## config.mk

```make
export PLATFORM = sky130hd
export DESIGN_NAME = cube_cover_to_truth_table_core
export DESIGN_NICKNAME = d
export VERILOG_FILES = /design/src/hdl/cctt_pkg.sv /design/src/hdl/cctt_cube_decode.sv /design/src/hdl/cube_cover_to_truth_table_core.sv
export SDC_FILE = /design/constraint.sdc
export NUM_CORES = 1
export LEC_CHECK = 0
export BUFFER_PORTS_ARGS = -buffer_cell sky130_fd_sc_hd__buf_2
export CAP_MARGIN = 25
export CORE_ASPECT_RATIO = 1.75
export CORE_MARGIN = 8
export CORE_UTILIZATION = 48
export DETAILED_ROUTE_END_ITERATION = 16
export GPL_ROUTABILITY_DRIVEN = 0
export HOLD_SLACK_MARGIN = 0.12
export PLACE_DENSITY_LB_ADDON = 0.15
export SLEW_MARGIN = 5
export SYNTH_ARGS = -nofsm -noshare
export SYNTH_HDL_FRONTEND = slang
export SYNTH_SLANG_ARGS = --single-unit
```

## constraint.sdc

```tcl
create_clock -name aclk -period 3.2 [get_ports aclk]
set_input_delay 0.16 -clock aclk [delete_from_list [all_inputs] [get_ports aclk]]
set_output_delay 0.16 -clock aclk [all_outputs]
set_load 0.02 [all_outputs]
```

## src/hdl/cctt_pkg.sv

```systemverilog
// ----------------------------------------------------------------------------
// cctt_pkg
// Shared types and constants for the cube cover to truth table core.
// ----------------------------------------------------------------------------
package cctt_pkg;

    localparam int TABLE_W   = 64;
    localparam int FIELD_W   = 6;
    localparam int LUT_K_W   = 3;
    localparam int S_TDATA_W = 16;
    localparam logic [LUT_K_W-1:0] LUT_K_RESET = 3'd6;

    typedef enum logic [1:0] {
        CMD_CUBE       = 2'd0,
        CMD_CONST_ZERO = 2'd1,
        CMD_CONST_ONE  = 2'd2,
        CMD_EMPTY      = 2'd3
    } cmd_t;

    typedef struct packed {
        cmd_t               command;
        logic [FIELD_W-1:0] care_mask;
        logic [FIELD_W-1:0] cube_value;
        logic               out_bit;
        logic               last;
    } in_item_t;

endpackage

```

## src/hdl/cctt_cube_decode.sv

```systemverilog
// ----------------------------------------------------------------------------
// cctt_cube_decode
// Expands one cube into the set of minterms it matches, and builds the mask
// of valid table positions for the current LUT size.
// ----------------------------------------------------------------------------
module cctt_cube_decode #(
    parameter int MAX_LUT_INPUTS = 6
) (
    input  logic [cctt_pkg::FIELD_W-1:0]   care_mask,
    input  logic [cctt_pkg::FIELD_W-1:0]   cube_value,
    input  logic [cctt_pkg::LUT_K_W-1:0]   lut_k,
    output logic [(1<<MAX_LUT_INPUTS)-1:0] match,
    output logic [(1<<MAX_LUT_INPUTS)-1:0] table_mask
);

    localparam int IDX_W = MAX_LUT_INPUTS;
    localparam int TW    = 1 << MAX_LUT_INPUTS;

    logic [IDX_W-1:0] care_eff;

    // care bits at or above k are don't care
    always_comb begin
        for (int j = 0; j < IDX_W; j++) begin
            care_eff[j] = care_mask[j] && (cctt_pkg::LUT_K_W'(j) < lut_k);
        end
    end

    always_comb begin
        for (int i = 0; i < TW; i++) begin
            match[i]      = ((IDX_W'(i) ^ cube_value[IDX_W-1:0]) & care_eff) == '0;
            table_mask[i] = (IDX_W'(i) >> lut_k) == '0;
        end
    end

endmodule

```

## src/hdl/cube_cover_to_truth_table_core.sv

```systemverilog
// ----------------------------------------------------------------------------
// cube_cover_to_truth_table_core
// Builds a K-input LUT truth table from a sum-of-products cover, one cube
// per transaction, and emits the table after the last cube or a constant.
// ----------------------------------------------------------------------------
//  channel  direction  tdata                               tuser             tlast
//  s_       in         care_mask[5:0] cube_value[11:6]     command[1:0]      last
//                      out_bit[12]
//  m_       out        table_bits[63:0]                    polarity_error    -
//  cfg_     in         lut_inputs[2:0] on cfg_wr_en         -                 -
//
//  one transaction per cycle sustained while m_ accepts results; after the s_ accept edge m_tvalid rises
//  via the input register, then minterm expansion into the result register
//  aresetn synchronous active low; clears cover state and sets lut_inputs to 6
//  a cube without last updates the cover and needs no output slot
//  a result-producing transaction waits in the input register while m_ stalls
// ----------------------------------------------------------------------------
module cube_cover_to_truth_table_core #(
    parameter int MAX_LUT_INPUTS = 6
) (
    input  logic                            aclk,
    input  logic                            aresetn,
    input  logic                            cfg_wr_en,
    input  logic [cctt_pkg::LUT_K_W-1:0]    cfg_wr_data,   // lut_inputs
    input  logic                            s_tvalid,
    output logic                            s_tready,
    input  logic [cctt_pkg::S_TDATA_W-1:0]  s_tdata,       // care_mask, cube_value, out_bit
    input  logic [1:0]                      s_tuser,       // command
    input  logic                            s_tlast,
    output logic                            m_tvalid,
    input  logic                            m_tready,
    output logic [cctt_pkg::TABLE_W-1:0]    m_tdata,       // table_bits
    output logic                            m_tuser        // polarity_error
);

    localparam int TW = 1 << MAX_LUT_INPUTS;
    localparam int FW = cctt_pkg::FIELD_W;
    localparam int KW = cctt_pkg::LUT_K_W;

    logic [KW-1:0]       lut_k_reg;
    logic [KW-1:0]       lut_k_eff;

    logic                in_valid_reg;
    cctt_pkg::in_item_t  in_item_reg;

    logic [TW-1:0]       covered_reg,  covered_next;
    logic                polarity_reg, polarity_next;
    logic                seen_reg,     seen_next;
    logic                mismatch_reg, mismatch_next;

    logic                out_valid_reg;
    logic [cctt_pkg::TABLE_W-1:0] out_table_reg, out_table_next;
    logic                out_err_reg,  out_err_next;

    logic [TW-1:0]       match;
    logic [TW-1:0]       table_mask;
    logic                produce;
    logic                in_advance;
    logic                proc;
    logic                out_free;
    logic                is_cube;

    always_ff @(posedge aclk) begin
        if (!aresetn) begin
            lut_k_reg <= cctt_pkg::LUT_K_RESET;
        end else if (cfg_wr_en) begin
            lut_k_reg <= cfg_wr_data;
        end
    end

    always_comb begin
        lut_k_eff = lut_k_reg;
        if (lut_k_reg == '0) begin
            lut_k_eff = KW'(1);
        end else if (lut_k_reg > KW'(MAX_LUT_INPUTS)) begin
            lut_k_eff = KW'(MAX_LUT_INPUTS);
        end
    end

    cctt_cube_decode #(
        .MAX_LUT_INPUTS(MAX_LUT_INPUTS)
    ) u_decode (
        .care_mask (in_item_reg.care_mask),
        .cube_value(in_item_reg.cube_value),
        .lut_k     (lut_k_eff),
        .match     (match),
        .table_mask(table_mask)
    );

    // handshake
    assign is_cube    = in_item_reg.command == cctt_pkg::CMD_CUBE;
    assign produce    = !is_cube || in_item_reg.last;
    assign out_free   = !out_valid_reg || m_tready;
    assign in_advance = !produce || out_free;
    assign proc       = in_valid_reg && in_advance;
    assign s_tready   = !in_valid_reg || in_advance;

    always_ff @(posedge aclk) begin
        if (!aresetn) begin
            in_valid_reg <= 1'b0;
        end else if (s_tready) begin
            in_valid_reg <= s_tvalid;
        end
    end

    always_ff @(posedge aclk) begin
        if (s_tvalid && s_tready) begin
            in_item_reg.command    <= cctt_pkg::cmd_t'(s_tuser);
            in_item_reg.care_mask  <= s_tdata[FW-1:0];
            in_item_reg.cube_value <= s_tdata[2*FW-1:FW];
            in_item_reg.out_bit    <= s_tdata[2*FW];
            in_item_reg.last       <= s_tlast;
        end
    end

    // cover update and result
    always_comb begin
        logic [TW-1:0] cov_upd;
        logic          pol_upd;
        logic          mis_upd;
        logic [TW-1:0] tbl;
        cov_upd = covered_reg | match;
        pol_upd = seen_reg ? polarity_reg : in_item_reg.out_bit;
        mis_upd = mismatch_reg || (seen_reg && (in_item_reg.out_bit != polarity_reg));
        tbl     = '0;
        covered_next   = covered_reg;
        polarity_next  = polarity_reg;
        seen_next      = seen_reg;
        mismatch_next  = mismatch_reg;
        out_err_next   = 1'b0;
        case (in_item_reg.command)
            cctt_pkg::CMD_CUBE: begin
                tbl          = (pol_upd ? cov_upd : ~cov_upd) & table_mask;
                out_err_next = mis_upd;
            end
            cctt_pkg::CMD_CONST_ZERO: begin
                tbl = '0;
            end
            default: begin
                tbl = table_mask;
            end
        endcase
        out_table_next = cctt_pkg::TABLE_W'(tbl);
        if (proc) begin
            if (produce) begin
                covered_next  = '0;
                polarity_next = 1'b1;
                seen_next     = 1'b0;
                mismatch_next = 1'b0;
            end else begin
                covered_next  = cov_upd;
                polarity_next = pol_upd;
                seen_next     = 1'b1;
                mismatch_next = mis_upd;
            end
        end
    end

    always_ff @(posedge aclk) begin
        if (!aresetn) begin
            covered_reg  <= '0;
            polarity_reg <= 1'b1;
            seen_reg     <= 1'b0;
            mismatch_reg <= 1'b0;
        end else begin
            covered_reg  <= covered_next;
            polarity_reg <= polarity_next;
            seen_reg     <= seen_next;
            mismatch_reg <= mismatch_next;
        end
    end

    always_ff @(posedge aclk) begin
        if (!aresetn) begin
            out_valid_reg <= 1'b0;
        end else if (proc && produce) begin
            out_valid_reg <= 1'b1;
        end else if (m_tready) begin
            out_valid_reg <= 1'b0;
        end
    end

    always_ff @(posedge aclk) begin
        if (proc && produce) begin
            out_table_reg <= out_table_next;
            out_err_reg   <= out_err_next;
        end
    end

    assign m_tvalid = out_valid_reg;
    assign m_tdata  = out_table_reg;
    assign m_tuser  = out_err_reg;

`ifndef SYNTHESIS
    a_const_no_error: assert property (@(posedge aclk) disable iff (!aresetn)
        (proc && !is_cube) |=> (m_tvalid && !m_tuser))
        else $error("constant command produced a polarity error");

    a_clear_after_result: assert property (@(posedge aclk) disable iff (!aresetn)
        (proc && produce) |=> (!seen_reg && !mismatch_reg && covered_reg == '0))
        else $error("cover state not cleared after result");

    a_mismatch_needs_cube: assert property (@(posedge aclk) disable iff (!aresetn)
        mismatch_reg |-> seen_reg)
        else $error("mismatch flagged without a first cube");

    a_no_overwrite: assert property (@(posedge aclk) disable iff (!aresetn)
        (m_tvalid && !m_tready) |-> !(proc && produce))
        else $error("pending result overwritten");
`endif

endmodule
```

# After elaboration in Yosys (flattened, before gate mapping)
# Cells that the tools add are included.
# classes
reduce_logical,150
eq_ne,2
mux,11
n_shift,64
order_cmp,7
bitwise_logic,130
# ops
operator,n
6-bit zero test,128
6-bit AND,64
"6-bit by 3-bit >> shifter with 6-bit output, first input constant",32
64-bit two-way mux,2
64-bit case mux with 2 select lines,1
"5-bit by 3-bit >> shifter with 6-bit output, first input constant",16
64-bit AND,1
64-bit inverter,1
64-bit OR,1
3-bit inverter,20
4-bit inverter,15
"4-bit by 3-bit >> shifter with 6-bit output, first input constant",8
2-bit inverter,15
5-bit inverter,6
"3-bit by 3-bit >> shifter with 6-bit output, first input constant",4
"1-bit by 3-bit >> shifter with 6-bit output, first input constant",2
"2-bit by 3-bit >> shifter with 6-bit output, first input constant",2
1-bit logical AND,10
"1-bit by 3-bit < comparator with 1-bit output, first input constant",2
"2-bit by 3-bit < comparator with 1-bit output, first input constant",2
"3-bit < comparator, first input constant",2
1-bit two-way mux,6
3-bit two-way mux,2
1-bit inverter,6
other kinds (9),16
# word_totals
regBits,153
output_inout_bits,67
wordCells,378
in_bits,27

# Logic depth before layout (Yosys ltp)
# Gate-level depths: netlist (run 1).
# logic_depth
word_depth,12
ltp_mapped,12
mapped_depth_nobuf,9

# By module
# From an unflattened synthesis (run 1), not the netlist that was laid out.
# hier_totals
cells_unflattened,936
hier_area_um2,8261.7
# by_module_without_submodules
mod,seq_area_each_um2,cells_each,instances,area_each_um2
cube_cover_to_truth_table_core,3873.7,684,1,6912.9
cctt_cube_decode,0.0,252,1,1348.8

# Least setup slack after synthesis (run 1)
# No wires, ideal clock.
# synth_timing
path_type,register -> register
from,register in_item_reg[14] (netlist bit)
to,"register out_table_reg, in the netlist m_tdata[0], enable pin"
period_less_slack_ns,2.904
path_slack_ns,0.296
path_buffers,3
t_required_ns,2.781
stages_incl_launch_ff,7
setup_time_ns,0.419
arrival_time_ns,2.485
cell_sequence,edfxtp_1 > buf_2 > nor3_1 > nand3b_1 > buf_2 > buf_2 > inv_1
# synth_via
elab_chain_cells,7
# synth_rtl
element,line_no,text
"start, declared",cube_cover_to_truth_table_core.sv:44,cctt_pkg::in_item_t in_item_reg;
2-bit zero test *,cube_cover_to_truth_table_core.sv:91,assign is_cube = in_item_reg.command == cctt_pkg::CMD_CUBE;
1-bit zero test *,cube_cover_to_truth_table_core.sv:92,assign produce = !is_cube || in_item_reg.last;
1-bit logical OR *,cube_cover_to_truth_table_core.sv:92,
1-bit zero test,cube_cover_to_truth_table_core.sv:94,assign in_advance = !produce || out_free;
1-bit logical OR,cube_cover_to_truth_table_core.sv:94,
1-bit logical AND,cube_cover_to_truth_table_core.sv:95,assign proc = in_valid_reg && in_advance;
1-bit logical AND *,cube_cover_to_truth_table_core.sv:184,if (proc && produce) begin
"end signal, assigned",cube_cover_to_truth_table_core.sv:185,out_table_reg <= out_table_next;
"end, declared",cube_cover_to_truth_table_core.sv:52,"logic [cctt_pkg::TABLE_W-1:0] out_table_reg, out_table_next;"
# Every way passes the cells marked *; elsewhere a longest branch is shown, timed or not.
# A chain may end at the register's enable or synchronous reset.

# Final worst setup path (run 1)
# layout_timing
from,register lut_k_reg[1]
to,"register out_table_reg, in the netlist m_tdata[17], data pin"
# layout_via
elab_chain_cells,12
elab_cells_between_ends,25
classes_between,order compare: 7; shift: 1; mux: 4; bitwise: 4; reduce/logical: 9
# layout_rtl
element,line_no,text
"start, declared",cube_cover_to_truth_table_core.sv:40,logic [KW-1:0] lut_k_reg;
"start signal, assigned",cube_cover_to_truth_table_core.sv:65,lut_k_reg <= cctt_pkg::LUT_K_RESET;
"start signal, assigned",cube_cover_to_truth_table_core.sv:67,lut_k_reg <= cfg_wr_data;
3-bit greater-than comparator,cube_cover_to_truth_table_core.sv:75,end else if (lut_k_reg > KW'(MAX_LUT_INPUTS)) begin
3-bit two-way mux,cube_cover_to_truth_table_core.sv:75,
3-bit two-way mux *,cube_cover_to_truth_table_core.sv:73,if (lut_k_reg == '0) begin
"1-bit by 3-bit < comparator with 1-bit output, or another cell as far along",cctt_cube_decode.sv:24,care_eff[j] = care_mask[j] && (cctt_pkg::LUT_K_W'(j) < lut_k);
1-bit logical AND,cctt_cube_decode.sv:24,
6-bit AND,cctt_cube_decode.sv:30,match[i] = ((IDX_W'(i) ^ cube_value[IDX_W-1:0]) & care_eff) == '0;
6-bit zero test,cctt_cube_decode.sv:30,
64-bit OR,cube_cover_to_truth_table_core.sv:122,cov_upd = covered_reg | match;
64-bit inverter,cube_cover_to_truth_table_core.sv:133,tbl = (pol_upd ? cov_upd : ~cov_upd) & table_mask;
64-bit two-way mux,cube_cover_to_truth_table_core.sv:133,
64-bit AND,cube_cover_to_truth_table_core.sv:133,
64-bit case mux with 2 select lines *,cube_cover_to_truth_table_core.sv:131,case (in_item_reg.command)
net out_table_next (one bit),cube_cover_to_truth_table_core.sv:52,
# The timed path passes the listed nets; every way through them passes the cells marked *.

==> flow_summary.toml, run 1 <==
[clock_network]
clock-sinks = 153
post-cts-setup-buffer-count = 0
clockRootBuffer = "clkbuf_16"
cts_made_buffers = 17
cts_tree = "built"
clockBufferDepth = 2
cts_max_level = 4
insertion_delay_ns = 0.42
clkTransAtPathRegs_ns = 0.07

[layout]
syn_to_final_growth_pct = 18.9
num_antenna_cells = 0
nets = 924
final_common_cell = "buf_2"
drive_gt1_share_pct = 18.8
final_cell_mix = "buf_2 (90), nand2_1 (88), edfxtp_1 (81), dfxtp_1 (72), or3_1 (59)"
num-fill-cells = 1409

[timing]
holdWs_ns = 0.278
fin_skew_ns = 0.0138
drv_slew = 0
fmax_ghz = 0.346
rsz0062_at_grt = "no"
slew_headroom_pct = 29.9
worst_slew_pin_slew_ns = 1.05
fin_setup_tns_ns = 0
min_period_ns = 2.89
setup_violations = 0
hold_violations = 0
post-route-period-util_pct = 90.2

[yosys]
synth_edf_count = 81
synth_fp_nets = 836
synth_area_per_cell_um2 = 9.81
synth.distinct_cells = 55
synth_seq_cells = 153
synthArstFlopShare_pct = 0
syn-cell-area_mm2 = 0.00787
synth-seq-area-share_pct = 49.3
syn_inst = 802
yosysWarnings = 0
ys.flop_type = "edfxtp_1"

[floorplan]
core_area_mm2 = 0.0162
die_w_um = 113
num_io_pins = 94
fp.dieArea_mm2 = 0.0209
rows = 62
start_util_pct = 48.5
die_h_um = 185

[pwr]
netSwitchingFraction_pct = 29.9
power-per-cell-area_mw_per_mm2 = 544
p_switching_mw = 1.52
p_int_mw = 3.57
power_frac_clock_pct = 39.5
vdd_ir_drop_max_uv = 349
combPwrFrac_pct = 17.0
seqPwrFrac_pct = 43.4
power.leakage_nw = 3.45

[drt]
via_count = 6928
drc = 0
routed_via_density = 6.33
dr.pass1.iters = 5
wl_per_cell_um = 22.1
drt_wl_total_um = 24100
ant_nets = 0
first_iter_violations = 682

[global_route]
grt_pass1_wl_um = 37200
grt_start_max_net_pins = 55
grt_pass1_vias = 6779
antenna_found_initial = 0
overflow = 0
grt_use_total_pct = 23.0

[setup_path]
critPathMaxFanout = 7
arrival_ns = 3.17
cp-end-kind = "register"
critical_path_class = "register to register"
required_ns = 3.48
cp-start-kind = "register"

[placed_design]
port_buffers = 90
hpwl_um = 16000

[run]
maxCapViolCount = 0

[run_status]
status = "finished clean"

[worst_hold_path]
min_path_type = "primary input to register"
power groups by stage:
stage	sequential [mW]	combinational (mW)	clock [mW]
final	2.21	0.867	2.01
after global routing	2.22	0.922	2.11
after CTS	2.21	0.850	2.02
after detailed placement	2.25	0.820	0
after global placement	2.25	0.802	0
after floorplan	2.32	0.482	0
metal layers:
layer | share of wire [%] | GRT usage (%) | vias to the layer above | wire (um)
li1 | - | - | 3207 | -
met1 | 36 | 24.9 | 3264 | 8700
met2 | 52 | 41.4 | 369 | 12600
met3 | 7.1 | 3.92 | 88 | 1710
met4 | 4.5 | 13.1 | 0 | 1090
met5 | 0 | 0 | - | 0
cells in the mapped netlist (2+ instances only):
master	count	share of area, %
or2_2	3	0.24
or4b_1	2	0.25
o22ai_1	2	0.16
or3_1	59	4.7
a21oi_1	15	0.95
a2111oi_2	2	0.38
nand3_1	22	1.4
nor3_1	26	1.7
buf_2	25	1.6
o31ai_1	6	0.57
o21a_1	6	0.57
nand4_1	22	1.7
and3_1	13	1.0
clkbuf_1	53	2.5
nand3b_1	4	0.38
and2_1	8	0.64
or4bb_1	2	0.29
o211ai_1	27	2.6
or4_1	2	0.19
nand2_1	88	4.2
dfxtp_1	72	18
mux2i_1	34	4.3
and4_1	2	0.22
ha_1	7	1.1
o21ai_0	18	1.1
a21boi_0	10	0.95
a31oi_1	48	3.8
nand2b_1	4	0.32
o311ai_0	24	2.7
edfxtp_1	81	31
o22a_1	2	0.22
or3b_1	3	0.33
o21ai_1	6	0.38
inv_1	15	0.72
a21boi_1	55	5.2
nor2b_1	6	0.48
nor2_1	8	0.38
buf_1	3	0.14
final cells by class:
cell class                 count  area (um^2)  area share (%)
multi-input combinational    551         3590            38.4
clock inverter                15          155            1.66
clock buffer                  17          425            4.55
inverter                      16         60.1           0.642
sequential                   153         3870            41.4
timing repair buffer         151         1010            10.8
tap                          192          240            2.57
metrics by stage:
step	util [%]	std cells	power (mW)	instance area, um^2	setup WS, ns
global route	57.7	1095	5.25	9350	0.0891
finish	57.7	1095	5.09	9350	0.312
detailed placement	52.4	1036	3.07	8500	0.160
floorplan	-	802	2.80	7870	0.296
global placement	52.2	1033	3.05	8460	0.304
CTS	57.6	1094	5.08	9340	0.141
worst paths after layout:
| check | from | to | slack [ns] | cells after the start |
|---|---|---|---|---|
| setup / recovery | lut_k_reg[1]$_SDFFE_PN1P_ | m_tdata[17]$_DFFE_PP_ | 0.31 | 10 |
| hold / removal | aresetn | covered_reg[20]$_SDFFE_PN0P_ | 0.28 | 2 |
| setup reg to reg | lut_k_reg[1]$_SDFFE_PN1P_ | m_tdata[17]$_DFFE_PP_ | 0.31 | 10 |
| hold reg to reg | covered_reg[52]$_SDFFE_PN0P_ | covered_reg[52]$_SDFFE_PN0P_ | 0.45 | 2 |
logic make-up after synthesis:
logic type | synth area share (%)
compound gates | 20.6
buf+inv | 5.12
mux | 4.47
simple gates | 19.3
xor+xnor | 0.111
flops | 49.3
fa+ha+maj | 1.11
worst max-delay path, cell delays in order (launching register included):
cell and delay, ns:
dfxtp_1 0.31, inv_1 0.17, nand2_1 0.12, a21oi_2 0.28, inv_1 0.13, ha_1 0.27
or3_1 0.38, a2111oi_1 0.47, buf_4 0.19, or3b_1 0.34, nand3_1 0.09
repair_timing:
| action | in CTS | in global routing |
|---|---|---|
| hold buffers | 26 | 0 |
| setup endpoints to repair | 0 | 1 |
| gates resized for setup | 0 | 1 |
| endpoints found under the hold margin | 21 | 0 |
Note: power is estimated with default switching activity, not from simulation.
==> inputs of run 2 (changes only) <==
Settings changed: REMOVE_ABC_BUFFERS set to 1.
==> run 2 against run 1 <==
Against the previous run:
- final area shrank 0.48%
- fmax shrank 1.3%
- routed wire length shrank 3.8%
- sequential power is essentially flat
- register-to-register slack lost 0.04 ns
- die area is the same
- cell count shrank 0.73%
- critical endpoint unchanged
==> flow_summary.toml, run 2 (synthesis results as in run 1) <==
[drt]
routed_via_density = 6.34
wl_per_cell_um = 21.4
ant_nets = 0
first_iter_violations = 497
dr.pass1.iters = 5
via_count = 6887
drc = 0
drt_wl_total_um = 23200

[pwr]
power-per-cell-area_mw_per_mm2 = 544
power_mw = 5.07
power.leakage_nw = 3.41
vdd_ir_drop_max_uv = 359

[timing]
fmax_ghz = 0.342
setup_violations = 0
slew_headroom_pct = 35.9
rsz0062_at_grt = "no"
fin_skew_ns = 0.00997
post-route-period-util_pct = 91.5
drv_slew = 0
min_period_ns = 2.93
hold_violations = 0
worst_slew_pin_slew_ns = 0.955

[placed_design]
hpwl_um = 15000
port_buffers = 90

[layout]
num-fill-cells = 1402
fin_util_pct = 57.4
multi_input_area_mm2 = 0.00359
drive_gt1_share_pct = 18.0
nets = 916
final_common_cell = "buf_2"
num_antenna_cells = 0
syn_to_final_growth_pct = 18.4
seq_area_mm2 = 0.00387
final_cell_mix = "buf_2 (90), nand2_1 (88), edfxtp_1 (81), dfxtp_1 (72), or3_1 (59)"

[floorplan]
start_util_pct = 48.5
die_h_um = 185
core_area_mm2 = 0.0162
fp.dieArea_mm2 = 0.0209
rows = 62
num_io_pins = 94
die_w_um = 113

[clock_network]
clkTransAtPathRegs_ns = 0.07
post-cts-setup-buffer-count = 0
clock-sinks = 153
clockRootBuffer = "clkbuf_16"
clockBufferDepth = 2
cts_max_level = 4
insertion_delay_ns = 0.43
cts_made_buffers = 17
cts_tree = "built"

[setup_path]
critPathMaxFanout = 7
worstReg2RegStart = "lut_k_reg[1]$_SDFFE_PN1P_"
critPathTopFamily = "simple AND/OR/NAND/NOR gates"
cp-end-kind = "register"
max_stage_delay_ns = 0.40
worstReg2RegEnd = "m_tdata[17]$_DFFE_PP_"
worst_path_most_repeated_cell = "inv_1"
worstPathCellList = "inv_1 > nand2_1 > a21oi_1 > inv_1 > ha_1 > or3_1 > a2111oi_1 > buf_4 > or3b_1 > nand3_1"
crit_path_top_delay_cell = "a2111oi_1"
critical_path_class = "register to register"
path_buf_inv = 3
arrival_ns = 3.22
cp-start-kind = "register"
reg2reg_slack_ns = 0.27
required_ns = 3.49
rr_worst_depth = 10

[global_route]
grt_pass1_wl_um = 36900
grt_use_total_pct = 22.6
overflow = 0
grt_pass1_vias = 7062
antenna_found_initial = 0
grt_start_max_net_pins = 67

[run]
maxCapViolCount = 0

[worst_hold_path]
min_from = "aresetn"
min_path_type = "primary input to register"
hold_depth = 2
min_to = "covered_reg[20]$_SDFFE_PN0P_"

[run_status]
status = "finished clean"
-- run 2: changes by cell type in the layout (fill, tap and decap cells not counted) --
cell	previous run	this run
buf_4	31	23
a21oi_1	14	15
a21oi_2	2	1
buf_16	0	1
clkbuf_1	0	1
clkinv_2	1	0
clkinv_8	0	1
dlymetal6s2s_1	1	0
inv_8	3	2
-- run 2: cell type report --
type / instances / share of cell area [%]
Clock buffer: 18 / 4.61
Clock inverter: 14 / 1.67
Inverter: 16 / 0.645
Multi-Input combinational cell: 551 / 38.5
Sequential cell: 153 / 41.6
Tap cell: 192 / 2.58
Timing Repair Buffer: 143 / 10.3
-- run 2: where the power goes --
part | total (mW) | switching [mW] | internal, mW
clock | 2.01 | 0.900 | 1.11
combinational | 0.851 | 0.568 | 0.283
sequential | 2.21 | 0.0340 | 2.18
-- run 2: how the worst max path moves through the flow --
stage                                   start               endpoint  slack [ns]  depth (start not counted)
floorplan           in_item_reg[14]$_DFFE_PP_   m_tdata[0]$_DFFE_PP_       -1.23                          3
global placement    lut_k_reg[1]$_SDFFE_PN1P_  m_tdata[17]$_DFFE_PP_        0.45                         10
detailed placement  lut_k_reg[1]$_SDFFE_PN1P_  m_tdata[17]$_DFFE_PP_        0.35                         10
CTS                 lut_k_reg[1]$_SDFFE_PN1P_  m_tdata[17]$_DFFE_PP_        0.29                         10
global route        lut_k_reg[1]$_SDFFE_PN1P_  m_tdata[17]$_DFFE_PP_        0.03                         10
finish              lut_k_reg[1]$_SDFFE_PN1P_  m_tdata[17]$_DFFE_PP_        0.27                         10
-- run 2: layer usage --
layer	wire [um]	vias to the layer above	part of all wire, %	track usage (%)
met4	810	0	3.5	12.4
met2	11900	305	51	40.8
met5	0	-	0	0
met1	8930	3325	38	24.3
li1	-	3194	-	-
met3	1580	63	6.8	4.37
-- run 2: timing repair --
item,CTS,global route
gates resized for setup,0,0
hold buffers,26,0
endpoints found under the hold margin,21,0
-- run 2: worst reg2reg max path, stage by stage, from the launching register on --
cell and delay [ns]:
dfxtp_1 0.32, inv_1 0.17, nand2_1 0.08, a21oi_1 0.37, inv_1 0.16, ha_1 0.28, or3_1 0.39, a2111oi_1 0.40
buf_4 0.19, or3b_1 0.35, nand3_1 0.09
-- run 2: per-stage QoR --
step | area, um^2 | setup TNS, ns | worst slack, ns | std cells | hold WS, ns
6_report | 9310 | 0 | 0.273 | 1087 | 0.152
5_1_grt | 9310 | 0 | 0.0303 | 1087 | 0.178
4_1_cts | 9280 | 0 | 0.291 | 1086 | 0.145
3_5_place_dp | 8440 | 0 | 0.351 | 1028 | 0.338
3_3_place_gp | 8400 | 0 | 0.447 | 1025 | 0.338
2_1_floorplan | 7520 | -79.96 | -1.23 | 720 | 0.236
